## src/design/hts_pkg.sv

```systemverilog
// Shared types and character constants for the HTML tag stripper.
// No dependencies; used by html_tag_stripper.
package hts_pkg;

    typedef enum logic [1:0] {
        ST_IDLE,
        ST_RESOLVE,
        ST_FINISH
    } hts_state_t;

    localparam int WIN_DEPTH = 6;

    localparam logic [7:0] CH_LT    = 8'h3C;  // '<'
    localparam logic [7:0] CH_GT    = 8'h3E;  // '>'
    localparam logic [7:0] CH_AMP   = 8'h26;  // '&'
    localparam logic [7:0] CH_P     = 8'h70;  // 'p'
    localparam logic [7:0] CH_NL    = 8'h0A;  // '\n'
    localparam logic [7:0] CH_SPACE = 8'h20;  // ' '

    // entity bodies that follow '&'
    localparam logic [7:0] ENT_LT   [3] = '{8'h6C, 8'h74, 8'h3B};               // lt;
    localparam logic [7:0] ENT_GT   [3] = '{8'h67, 8'h74, 8'h3B};               // gt;
    localparam logic [7:0] ENT_NBSP [5] = '{8'h6E, 8'h62, 8'h73, 8'h70, 8'h3B}; // nbsp;

endpackage

```

## src/design/html_tag_stripper.sv

```systemverilog
// HTML tag stripper: streams text bytes, drops markup, resolves entities.
// Depends on hts_pkg (state type, character constants).
//
//  channel | ports                                   | carries
//  --------+-----------------------------------------+-------------------------------
//  input   | s_valid s_ready s_text_byte s_end_of_text | one text byte or end marker
//  output  | m_valid m_ready m_out_byte m_byte_valid   | one emitted character, or the
//          | m_done_res                              | final done beat after end
//
// A text byte is accepted in idle, then resolved one step per token ('<', '>', plain byte,
// dropped '&' or whole entity) until a step finds the window empty or waiting.
// One compare/shift unit over the window does each step.
// End of text also resolves the window, then a finish state sends the done beat.
// aresetn is synchronous, active low; it clears the tag flag, the window count and
// the output valid. A full output register stalls the resolve step and the done beat.
module html_tag_stripper (
    input  logic       aclk,
    input  logic       aresetn,
    input  logic       s_valid,
    output logic       s_ready,
    input  logic [7:0] s_text_byte,
    input  logic       s_end_of_text,
    output logic       m_valid,
    input  logic       m_ready,
    output logic [7:0] m_out_byte,
    output logic       m_byte_valid,
    output logic       m_done_res
);

    hts_pkg::hts_state_t state_reg, state_next;

    logic       final_reg, final_next;
    logic       in_tag_reg, in_tag_next;
    logic [2:0] cnt_reg, cnt_next;
    logic [7:0] win_reg  [hts_pkg::WIN_DEPTH];
    logic [7:0] win_next [hts_pkg::WIN_DEPTH];
    logic [7:0] win_pop1 [hts_pkg::WIN_DEPTH];
    logic [7:0] win_pop4 [hts_pkg::WIN_DEPTH];

    logic       m_valid_reg, m_valid_next;
    logic [7:0] out_byte_reg, out_byte_next;
    logic       byte_valid_reg, byte_valid_next;
    logic       done_reg, done_next;

    logic       out_free;
    logic [2:0] avail;
    logic       lt_ok, gt_ok, nb_ok;
    logic       lt_full, gt_full, nb_full, any_part;

    assign s_ready      = (state_reg == hts_pkg::ST_IDLE);
    assign m_valid      = m_valid_reg;
    assign m_out_byte   = out_byte_reg;
    assign m_byte_valid = byte_valid_reg;
    assign m_done_res   = done_reg;
    assign out_free     = !m_valid_reg || m_ready;

    // shifted copies of the window for pop by one and by four
    always_comb begin
        for (int i = 0; i < hts_pkg::WIN_DEPTH; i++) begin
            win_pop1[i] = win_reg[i];
            win_pop4[i] = win_reg[i];
        end
        for (int i = 0; i < hts_pkg::WIN_DEPTH - 1; i++) begin
            win_pop1[i] = win_reg[i + 1];
        end
        for (int i = 0; i < hts_pkg::WIN_DEPTH - 4; i++) begin
            win_pop4[i] = win_reg[i + 4];
        end
    end

    // entity compare: bytes after the '&' against each entity body
    assign avail = cnt_reg - 3'd1;

    always_comb begin
        lt_ok = 1'b1;
        gt_ok = 1'b1;
        nb_ok = 1'b1;
        for (int i = 0; i < 3; i++) begin
            if (avail > 3'(i) && win_reg[i + 1] != hts_pkg::ENT_LT[i]) begin
                lt_ok = 1'b0;
            end
            if (avail > 3'(i) && win_reg[i + 1] != hts_pkg::ENT_GT[i]) begin
                gt_ok = 1'b0;
            end
        end
        for (int i = 0; i < 5; i++) begin
            if (avail > 3'(i) && win_reg[i + 1] != hts_pkg::ENT_NBSP[i]) begin
                nb_ok = 1'b0;
            end
        end
    end

    assign lt_full  = lt_ok && (avail >= 3'd3);
    assign gt_full  = gt_ok && (avail >= 3'd3);
    assign nb_full  = nb_ok && (avail >= 3'd5);
    assign any_part = (lt_ok && avail < 3'd3) || (gt_ok && avail < 3'd3)
                    || (nb_ok && avail < 3'd5);

    always_ff @(posedge aclk) begin
        if (!aresetn) begin
            state_reg   <= hts_pkg::ST_IDLE;
            final_reg   <= 1'b0;
            in_tag_reg  <= 1'b0;
            cnt_reg     <= 3'd0;
            m_valid_reg <= 1'b0;
        end else begin
            state_reg   <= state_next;
            final_reg   <= final_next;
            in_tag_reg  <= in_tag_next;
            cnt_reg     <= cnt_next;
            m_valid_reg <= m_valid_next;
        end
    end

    always_ff @(posedge aclk) begin
        win_reg        <= win_next;
        out_byte_reg   <= out_byte_next;
        byte_valid_reg <= byte_valid_next;
        done_reg       <= done_next;
    end

    always_comb begin
        state_next      = state_reg;
        final_next      = final_reg;
        in_tag_next     = in_tag_reg;
        cnt_next        = cnt_reg;
        win_next        = win_reg;
        m_valid_next    = m_valid_reg && !m_ready;
        out_byte_next   = out_byte_reg;
        byte_valid_next = byte_valid_reg;
        done_next       = done_reg;

        unique case (state_reg)
            hts_pkg::ST_IDLE: begin
                if (s_valid) begin
                    if (s_end_of_text) begin
                        final_next = 1'b1;
                    end else begin
                        final_next = 1'b0;
                        // drop the byte if the window is full
                        if (cnt_reg < 3'(hts_pkg::WIN_DEPTH)) begin
                            win_next[cnt_reg] = s_text_byte;
                            cnt_next          = cnt_reg + 3'd1;
                        end
                    end
                    state_next = hts_pkg::ST_RESOLVE;
                end
            end

            hts_pkg::ST_RESOLVE: begin
                if (out_free) begin
                    priority if (cnt_reg == 3'd0) begin
                        state_next = final_reg ? hts_pkg::ST_FINISH : hts_pkg::ST_IDLE;
                    end else if (win_reg[0] == hts_pkg::CH_LT) begin
                        if (cnt_reg < 3'd2 && !final_reg) begin
                            state_next = hts_pkg::ST_IDLE;
                        end else begin
                            in_tag_next = 1'b1;
                            if (cnt_reg >= 3'd2 && win_reg[1] == hts_pkg::CH_P) begin
                                m_valid_next    = 1'b1;
                                out_byte_next   = hts_pkg::CH_NL;
                                byte_valid_next = 1'b1;
                                done_next       = 1'b0;
                            end
                            win_next = win_pop1;
                            cnt_next = cnt_reg - 3'd1;
                        end
                    end else if (win_reg[0] == hts_pkg::CH_AMP) begin
                        priority if (lt_full || gt_full) begin
                            in_tag_next = lt_full;
                            win_next    = win_pop4;
                            cnt_next    = cnt_reg - 3'd4;
                        end else if (nb_full) begin
                            cnt_next = 3'd0;
                        end else if (any_part && !final_reg) begin
                            state_next = hts_pkg::ST_IDLE;
                        end else begin
                            // no entity: drop the '&', replay the rest
                            win_next = win_pop1;
                            cnt_next = cnt_reg - 3'd1;
                        end
                    end else if (win_reg[0] == hts_pkg::CH_GT) begin
                        in_tag_next = 1'b0;
                        win_next    = win_pop1;
                        cnt_next    = cnt_reg - 3'd1;
                    end else begin
                        if (!in_tag_reg) begin
                            m_valid_next    = 1'b1;
                            out_byte_next   = (win_reg[0] == hts_pkg::CH_NL) ?
                                              hts_pkg::CH_SPACE : win_reg[0];
                            byte_valid_next = 1'b1;
                            done_next       = 1'b0;
                        end
                        win_next = win_pop1;
                        cnt_next = cnt_reg - 3'd1;
                    end
                end
            end

            hts_pkg::ST_FINISH: begin
                if (out_free) begin
                    m_valid_next    = 1'b1;
                    out_byte_next   = 8'd0;
                    byte_valid_next = 1'b0;
                    done_next       = 1'b1;
                    in_tag_next     = 1'b0;
                    cnt_next        = 3'd0;
                    final_next      = 1'b0;
                    state_next      = hts_pkg::ST_IDLE;
                end
            end

            default: begin
                state_next = hts_pkg::ST_IDLE;
            end
        endcase
    end

endmodule

```

## config.mk

```make
export PLATFORM = sky130hd
export DESIGN_NAME = html_tag_stripper
export DESIGN_NICKNAME = d
export VERILOG_FILES = /design/src/design/hts_pkg.sv /design/src/design/html_tag_stripper.sv
export SDC_FILE = /design/constraint.sdc
export NUM_CORES = 1
export LEC_CHECK = 0
export BUFFER_PORTS_ARGS = -buffer_cell sky130_fd_sc_hd__buf_4
export CORE_MARGIN = 8
export CORE_UTILIZATION = 65
export CTS_CLUSTER_SIZE = 28
export DETAILED_ROUTE_END_ITERATION = 8
export PLACE_DENSITY = 0.88
export SYNTH_ARGS = -nofsm -noshare
export SYNTH_HDL_FRONTEND = slang
export SYNTH_SLANG_ARGS = --single-unit
```

## constraint.sdc

```tcl
create_clock -name aclk -period 5.9 [get_ports aclk]
set_input_delay 0.59 -clock aclk [delete_from_list [all_inputs] [get_ports aclk]]
set_output_delay 0.59 -clock aclk [all_outputs]
set_load 0.005 [all_outputs]
```

==> results of run 1 <==
-- area by class of cell --
type	count	area, µm²	share of cell area (%)
clock buffers	10	128	3.08
clock inverters	6	42.5	1.03
inverters	10	37.5	0.904
multi-input cells	258	1760	42.3
flip-flops and latches	66	1900	45.8
well taps	72	90.1	2.17
repair buffers	26	195	4.70
-- routing by layer --
metal	global-route usage (%)	vias to the layer above	routed length (µm)
li1	-	1401	-
met1	26.5	1478	3620
met2	35.3	220	4460
met3	6.60	20	990
met4	8.32	0	176
met5	0	-	0
-- worst max path at each step --
stage                                        end  cells past startpoint  slack (ns)                     from
after floorplan            win_reg[40]$_DFFE_PP_                      9        2.47  cnt_reg[0]$_SDFFE_PN0P_
after global placement     win_reg[46]$_DFFE_PP_                      8        1.87  cnt_reg[0]$_SDFFE_PN0P_
after detailed placement  win_pop1[40]$_DFFE_PP_                      8        1.68  cnt_reg[0]$_SDFFE_PN0P_
after CTS                  win_reg[42]$_DFFE_PP_                      8        1.76  cnt_reg[0]$_SDFFE_PN0P_
after global routing       win_reg[42]$_DFFE_PP_                      8        1.27  cnt_reg[0]$_SDFFE_PN0P_
final                     win_pop1[40]$_DFFE_PP_                      8        1.63  cnt_reg[0]$_SDFFE_PN0P_
-- synthesized netlist by cell type, types with 3 or more instances --
master	instances	area share (%)
nor4bb_1	6	1.6
nand2_1	29	2.9
dfxtp_1	8	4.2
ha_1	9	3.0
nor2_1	22	2.2
o22ai_1	17	2.8
a32o_1	18	4.8
inv_1	10	0.99
or3_1	3	0.50
nand3_1	16	2.1
and2_1	12	2.0
and4b_1	4	1.1
a211oi_1	3	0.60
nand4_1	3	0.50
o21ai_0	20	2.6
edfxtp_1	58	46
a22oi_1	3	0.60
nor2b_1	17	2.8
nor4_1	3	0.50
mux2i_1	21	5.6
nor3_1	6	0.79
nand2b_1	4	0.66
and3_1	3	0.50
clkbuf_1	15	1.5
a21oi_1	7	0.93
-- logic make-up after synthesis --
group | synth area share (%)
xor+xnor | 0.662
mux | 5.56
buf+inv | 3.24
flops | 50.3
simple gates | 20.9
compound gates | 16.4
fa+ha+maj | 2.98
-- where the power goes --
group	leakage, µW	internal [µW]	total [µW]	switching (µW)
Clock	0.0000827	153	336	183
Combinational	0.000861	269	702	433
Sequential	0.000587	690	776	85.5
Total	0.00153	1110	1810	701
-- metrics by stage --
step | area, µm² | worst slack (ns) | total power (µW) | util, % | cells
finish | 4150 | 1.63 | 1810 | 74.5 | 448
global route | 4150 | 1.27 | 1910 | 74.5 | 448
CTS | 4150 | 1.76 | 1800 | 74.5 | 448
detailed placement | 3980 | 1.68 | 1470 | 71.4 | 432
global placement | 3980 | 1.87 | 1440 | 71.4 | 432
floorplan | 3780 | 2.47 | 1260 | - | 354
-- critical path: stages, from the launching register on --
cell and delay, ns:
dfxtp_1 0.52, inv_1 0.20, ha_1 0.30, xnor2_2 0.34
o21ai_0 0.23, a222oi_1 0.73, nand3_2 1.03, mux2i_1 0.49
o22ai_1 0.14
==> metrics.yaml, run 1 <==
status:
  outcome: "complete, no violations"
detailed_routing:
  postRouteAntennaNets: 0
  drt_iter0_drc: 418
  avgRoutedWirePerCell_um: 20.6
  vias_per_cell: 6.96
  drc: 0
  vias: 3119
  dr.pass1.iters: 7
  routed_wl_mm: 9.25
logic_synthesis:
  async_flop_share_pct: 0
  mappedNetlistArea_um2: 3780
  ys_seq_area_share_pct: 50.3
  syn-num-nets: 376
  synthDistinctLibCells: 55
  synth_cells: 354
  synth_area_per_cell_um2: 10.7
  yosysWarnings: 0
  yosys_most_used_dff: "edfxtp_1"
  synth-seq-cells: 66
  synth_edf_count: 58
clocking:
  clk_pin_slew_ns: 0.08
  clock_path_buffers: 2
  post-cts-setup-buffers: 0
  cts_sinks: 66
  cts_resized: 0
  cts_tree: "done"
  cts-root-buf: "clkbuf_8"
  clock_latency_ns: 0.34
  numCtsBuffers: 9
  ctsHoldBuffers: 0
  htreeDepth: 3
placement:
  dp_hpwl_mm: 6.63
  portBuffers: 24
  gp_congestion: 0.974
grt:
  antenna_found_initial: 0
  grt_pass1_wl_mm: 14.7
  grt-ovfl-total: 0
  track_usage_pct: 21.7
  grt_max_degree: 46
  grt_pass1_vias: 2919
pwr:
  p_per_area_nw_per_um2: 437
  vdd_drop_max_uv: 244
  leakage_uw: 0.00153
worst_hold_path:
  hold_class: "reg2reg"
  hold_start: "state_reg[1]$_SDFFE_PN0P_"
  whs_endpoint: "state_reg[1]$_SDFFE_PN0P_"
  whs_path_depth: 2
timing:
  tns_ns: 0
  period_minus_slack_ns: 4.27
  fmax_mhz: 234
  hold_slack_ns: 0.509
  fin_worst_skew_ns: 0.00979
  rsz0062_at_grt: "false"
  final-setup-viol-count: 0
  maxSlewHeadroom_pct: 18.9
  worst_slew_pin_slew_ns: 1.21
  slew_violations: 0
  hold_violations: 0
  period_share_pct: 72.3
critical_path:
  worst-endpoint-required_ns: 5.95
  cp.arrival_ns: 4.32
  crit_path_start_kind: "flop"
  timing.rr.end: "win_pop1[40]$_DFFE_PP_"
  critPathMaxFanout: 42
  reg2reg_from: "cnt_reg[0]$_SDFFE_PN0P_"
  r2r_setup_slack_ns: 1.63
  end_kind: "flop"
  critical_path_class: "reg2reg"
  reg2reg_depth: 8
die:
  die_h_um: 92.3
  die-area_um2: 8510
  dieWidth_um: 92.3
  start_util_pct: 67.8
  ios: 25
  fp.coreArea_um2: 5570
  rows: 27
layout:
  layout_commonest_cell: "edfxtp_1"
  final_cell_mix: "edfxtp_1 (58), nand2_1 (29), buf_4 (26), nor2_1 (22), mux2i_1 (21)"
  antenna_cells: 0
  final_layout_size_suffix_gt1_share_pct: 12.8
  layout-area-overhead-vs-synth_pct: 9.80
  fin_nets: 393
  largest_reg_flops: 40
  nFillCells: 411
job:
  cap_violations: 0
(Power assumes the default switching activity.)
==> inputs of run 2 (changes only) <==
CORE_UTILIZATION = 61   (was 65)
PLACE_DENSITY = 0.83   (was 0.88)
clock period = 4.08 ns   (was 5.9 ns; I/O delays follow)
==> run 2 against run 1 <==
Net effect: via count increased by 1.3%; clock skew shrank 0.0014 ns; design area rose by 2.7%; fmax is 15% higher; global-route usage increased by 0.97 points; largest power group unchanged; die area is 5.4% higher; cell count up 2.2%; hold slack worse by 0.14 ns; highest routed layer unchanged.
==> metrics.yaml, run 2 (same netlist as run 1, synthesis figures left out) <==
worst_hold_path:
  hold_class: "in2reg"
  whs_path_depth: 2
  whs_endpoint: "win_pop1[1]$_DFFE_PP_"
  hold_start: "s_text_byte[1]"
grt:
  grt-ovfl-total: 0
  grt_pass1_vias: 3012
  antenna_found_initial: 0
  grt_max_degree: 42
  track_usage_pct: 22.7
  grt_pass1_wl_mm: 15.6
critical_path:
  crit_path_start_kind: "flop"
  timing.rr.end: "win_reg[47]$_DFFE_PP_"
  r2r_setup_slack_ns: 0.37
  worst-endpoint-required_ns: 4.05
  critical_path_class: "reg2reg"
  end_kind: "flop"
  reg2reg_depth: 8
  reg2reg_from: "cnt_reg[0]$_SDFFE_PN0P_"
  cp.arrival_ns: 3.68
  critPathMaxFanout: 11
die:
  die_h_um: 94.7
  ios: 25
  fp.coreArea_um2: 5960
  dieWidth_um: 94.7
  die-area_um2: 8970
  rows: 28
  start_util_pct: 63.5
clocking:
  cts_resized: 0
  numCtsBuffers: 9
  clk_pin_slew_ns: 0.08
  post-cts-setup-buffers: 0
  cts-root-buf: "clkbuf_8"
  cts_sinks: 66
  ctsHoldBuffers: 0
  cts_tree: "done"
  clock_path_buffers: 2
  clock_latency_ns: 0.34
  htreeDepth: 3
detailed_routing:
  drc: 0
  vias: 3158
  dr.pass1.iters: 5
  avgRoutedWirePerCell_um: 21.5
  postRouteAntennaNets: 0
  drt_iter0_drc: 382
  vias_per_cell: 6.90
  routed_wl_mm: 9.85
timing:
  final-setup-viol-count: 0
  fin_ws_ns: 0.373
  period_minus_slack_ns: 3.71
  fin_worst_skew_ns: 0.00840
  slew_violations: 0
  hold_violations: 0
  tns_ns: 0
  worst_slew_pin_slew_ns: 0.908
  rsz0062_at_grt: "false"
  maxSlewHeadroom_pct: 39.5
  period_share_pct: 90.8
  fmax_mhz: 270
  hold_slack_ns: 0.367
pwr:
  internal_power_uw: 1760
  power_uw: 2800
  p_per_area_nw_per_um2: 657
  comb_power_share_pct: 37.9
  seqPwrFrac_pct: 39.7
  vdd_drop_max_uv: 389
  p_switching_uw: 1040
  swShare_pct: 37.3
  leakage_uw: 0.00160
  p_clk_share_pct: 22.4
layout:
  fin_nets: 400
  multi_input_area_um2: 1760
  final_layout_size_suffix_gt1_share_pct: 14.6
  ff_latch_area_um2: 1900
  final_core_util_pct: 71.6
  layout-area-overhead-vs-synth_pct: 12.7
  final_cell_mix: "edfxtp_1 (58), buf_4 (33), nand2_1 (29), nor2_1 (22), mux2i_1 (21)"
  largest_reg_flops: 40
  nFillCells: 460
  antenna_cells: 0
  layout_commonest_cell: "edfxtp_1"
job:
  cap_violations: 0
placement:
  dp_hpwl_mm: 7.09
  gp_congestion: 0.973
  portBuffers: 24
  post-place-ws_ns: 0.156
status:
  outcome: "complete, no violations"
run 2: changes by cell type in the layout (fill, tap and decap cells not counted), sizes merged:
cell	before	now
bufinv	0	2
clkinvlp	2	1
clkinv	3	2
inv	11	12
clkbuf	10	9
buf	26	33
run 2: layout make-up:
class | count | share of cell area, %
inverter | 10 | 0.881
sequential | 66 | 44.6
tap | 75 | 2.20
clock inverter | 7 | 2.38
multi-input combinational | 258 | 41.2
clock buffer | 9 | 2.91
timing repair buffer | 33 | 5.81
run 2: metal layers:
layer	up-vias	share of wire [%]	global-route usage [%]	routed length, µm
li1	1415	-	-	-
met1	1518	38	28.0	3780
met2	180	49	37.4	4840
met3	45	8.1	3.97	802
met4	0	4.3	11.7	423
met5	-	0	0	0
run 2: metrics by stage:
stage / instances / instance area (µm²)
after floorplan: 354 / 3780
after global placement: 442 / 4040
after detailed placement: 442 / 4040
after CTS: 458 / 4260
after global routing: 458 / 4260
final: 458 / 4260
run 2: power groups by stage:
stage / combinational, µW / clock [µW] / sequential (µW)
after floorplan: 732 / 0 / 1080
after global placement: 1010 / 0 / 1110
after detailed placement: 1030 / 0 / 1120
after CTS: 1040 / 629 / 1110
after global routing: 1150 / 662 / 1130
final: 1060 / 626 / 1110
run 2: worst max path at each step:
| stage | to | slack, ns | startpoint | depth (start not counted) |
|---|---|---|---|---|
| after floorplan | win_reg[40]$_DFFE_PP_ | 0.65 | cnt_reg[0]$_SDFFE_PN0P_ | 9 |
| after CTS | win_reg[42]$_DFFE_PP_ | 0.14 | cnt_reg[0]$_SDFFE_PN0P_ | 8 |
| after global placement | win_pop1[46]$_DFFE_PP_ | 0.41 | cnt_reg[0]$_SDFFE_PN0P_ | 8 |
| after global routing | win_reg[43]$_DFFE_PP_ | 0.08 | cnt_reg[0]$_SDFFE_PN0P_ | 8 |
| final | win_reg[47]$_DFFE_PP_ | 0.37 | cnt_reg[0]$_SDFFE_PN0P_ | 8 |
| after detailed placement | win_reg[45]$_DFFE_PP_ | 0.16 | cnt_reg[0]$_SDFFE_PN0P_ | 8 |
run 2: worst max-delay path, cell delays in order (launching register included):
cell	delay, ns
dfxtp_1	0.52
inv_1	0.20
ha_1	0.31
xnor2_2	0.36
o21ai_0	0.23
a222oi_1	0.69
and2_1	0.26
o21a_1	0.17
a21boi_1	0.59
==> inputs of run 3 (changes only) <==
BUFFER_PORTS_ARGS = -buffer_cell sky130_fd_sc_hd__buf_2   (was -buffer_cell sky130_fd_sc_hd__buf_4)
==> run 3 against run 2 <==
Net effect: power is 3.5% lower; cell count is 0.44% lower; global-route usage fell by 0.49 points; clock skew about the same; non-clock buffer count shrank 2; register-to-register slack improved by 0.05 ns; worst setup slack gained 0.051 ns; combinational power shrank 4%; count of clock-buffer cells in the layout unchanged; sequential power about the same.
==> metrics.yaml, run 3 (same netlist as run 1, synthesis figures left out) <==
grt:
  antenna_found_initial: 0
  grt_pass1_wl_mm: 15.0
  grt_pass1_vias: 2883
  track_usage_pct: 22.2
  grt_max_degree: 42
  grt-ovfl-total: 0
timing:
  maxSlewHeadroom_pct: 26.7
  slew_violations: 0
  fmax_mhz: 274
  final-setup-viol-count: 0
  hold_violations: 0
  period_share_pct: 89.6
  rsz0062_at_grt: "false"
  fin_worst_skew_ns: 0.00798
  tns_ns: 0
  worst_slew_pin_slew_ns: 1.09
  period_minus_slack_ns: 3.66
detailed_routing:
  avgRoutedWirePerCell_um: 21.1
  routed_wl_mm: 9.63
  dr.pass1.iters: 5
  drt_iter0_drc: 387
  vias: 3100
  postRouteAntennaNets: 0
  vias_per_cell: 6.80
  drc: 0
placement:
  portBuffers: 24
  gp_congestion: 0.974
  dp_hpwl_mm: 7.11
clocking:
  cts_resized: 0
  clock_latency_ns: 0.35
  post-cts-setup-buffers: 0
  numCtsBuffers: 9
  cts-root-buf: "clkbuf_8"
  htreeDepth: 3
  clk_pin_slew_ns: 0.08
  cts_tree: "done"
  ctsHoldBuffers: 0
  cts_sinks: 66
  clock_path_buffers: 2
critical_path:
  worst-endpoint-required_ns: 4.05
  startpoint: "cnt_reg[0]$_SDFFE_PN0P_"
  crit_path_start_kind: "flop"
  critical_path_class: "reg2reg"
  end_kind: "flop"
  reg2reg_from: "cnt_reg[0]$_SDFFE_PN0P_"
  critPathMaxFanout: 11
  cp.arrival_ns: 3.63
job:
  cap_violations: 0
pwr:
  p_per_area_nw_per_um2: 649
  power_uw: 2700
  vdd_drop_max_uv: 373
  leakage_uw: 0.00155
die:
  dieWidth_um: 94.7
  start_util_pct: 63.5
  fp.coreArea_um2: 5960
  rows: 28
  die-area_um2: 8970
  ios: 25
  die_h_um: 94.7
layout:
  layout_commonest_cell: "edfxtp_1"
  fin_nets: 398
  nFillCells: 468
  final_cell_mix: "edfxtp_1 (58), nand2_1 (29), buf_2 (24), nor2_1 (22), mux2i_1 (21)"
  final_layout_size_suffix_gt1_share_pct: 14.2
  final_core_util_pct: 69.9
  antenna_cells: 0
  largest_reg_flops: 40
  layout-area-overhead-vs-synth_pct: 10.1
worst_hold_path:
  hold_class: "in2reg"
  hold_start: "s_text_byte[5]"
status:
  outcome: "complete, no violations"
## run 3: cell count changes in the layout (fill, tap and decap cells not counted)
cell,previous run,this run
buf_2,0,24
a21boi_1,2,0
buf_4,33,7
inv_6,1,2
clkinvlp_4,1,2
inv_8,1,0
bufinv_16,2,1
a21boi_0,0,2
## run 3: report_power, final
group	internal [µW]	leakage [µW]	total, µW	switching [µW]
Combinational	377	0.000864	1020	644
Sequential	997	0.000587	1120	118
Clock	286	0.0000962	565	279
Total	1660	0.00155	2700	1040
## run 3: area by class of cell
cell class | instances | area [µm²] | share of cell area [%]
multi-input combinational | 258 | 1760 | 42.2
clock inverter | 7 | 76.3 | 1.83
clock buffer | 9 | 124 | 2.98
tap | 75 | 93.8 | 2.25
timing repair buffer | 31 | 173 | 4.15
sequential | 66 | 1900 | 45.7
inverter | 10 | 37.5 | 0.902
## run 3: per-stage QoR
stage / hold slack (ns) / instance area, µm² / std cells / setup slack [ns]
CTS: 0.353 / 4160 / 456 / 0.444
global route: 0.380 / 4160 / 456 / 0.163
finish: 0.368 / 4160 / 456 / 0.425
detailed placement: 0.513 / 3960 / 440 / 0.492
global placement: 0.487 / 3960 / 440 / 0.665
floorplan: 0.471 / 3780 / 354 / 0.653
## run 3: routing by layer
layer / share of wire, % / track usage (%) / vias up
li1: - / - / 1415
met1: 40 / 26.7 / 1469
met2: 48 / 35.6 / 182
met3: 7.7 / 5.40 / 34
met4: 4.1 / 13.0 / 0
met5: 0 / 0 / -
## run 3: path summary, 6_finish.rpt
check	cells past startpoint	end	slack [ns]
max	10	win_pop1[40]$_DFFE_PP_	0.42
min	2	win_pop1[5]$_DFFE_PP_	0.37
max reg2reg	10	win_pop1[40]$_DFFE_PP_	0.42
min reg2reg	2	state_reg[1]$_SDFFE_PN0P_	0.53
## run 3: worst max-delay path, cell delays in order, from the launching register on
cell and delay, ns:
dfxtp_1 0.52, inv_1 0.20, ha_1 0.42, and2_1 0.20, o21ai_0 0.28, a222oi_1 0.15
buf_4 0.19, a32o_1 0.21, nand3_1 0.10, o21a_1 0.14, a21boi_0 0.87
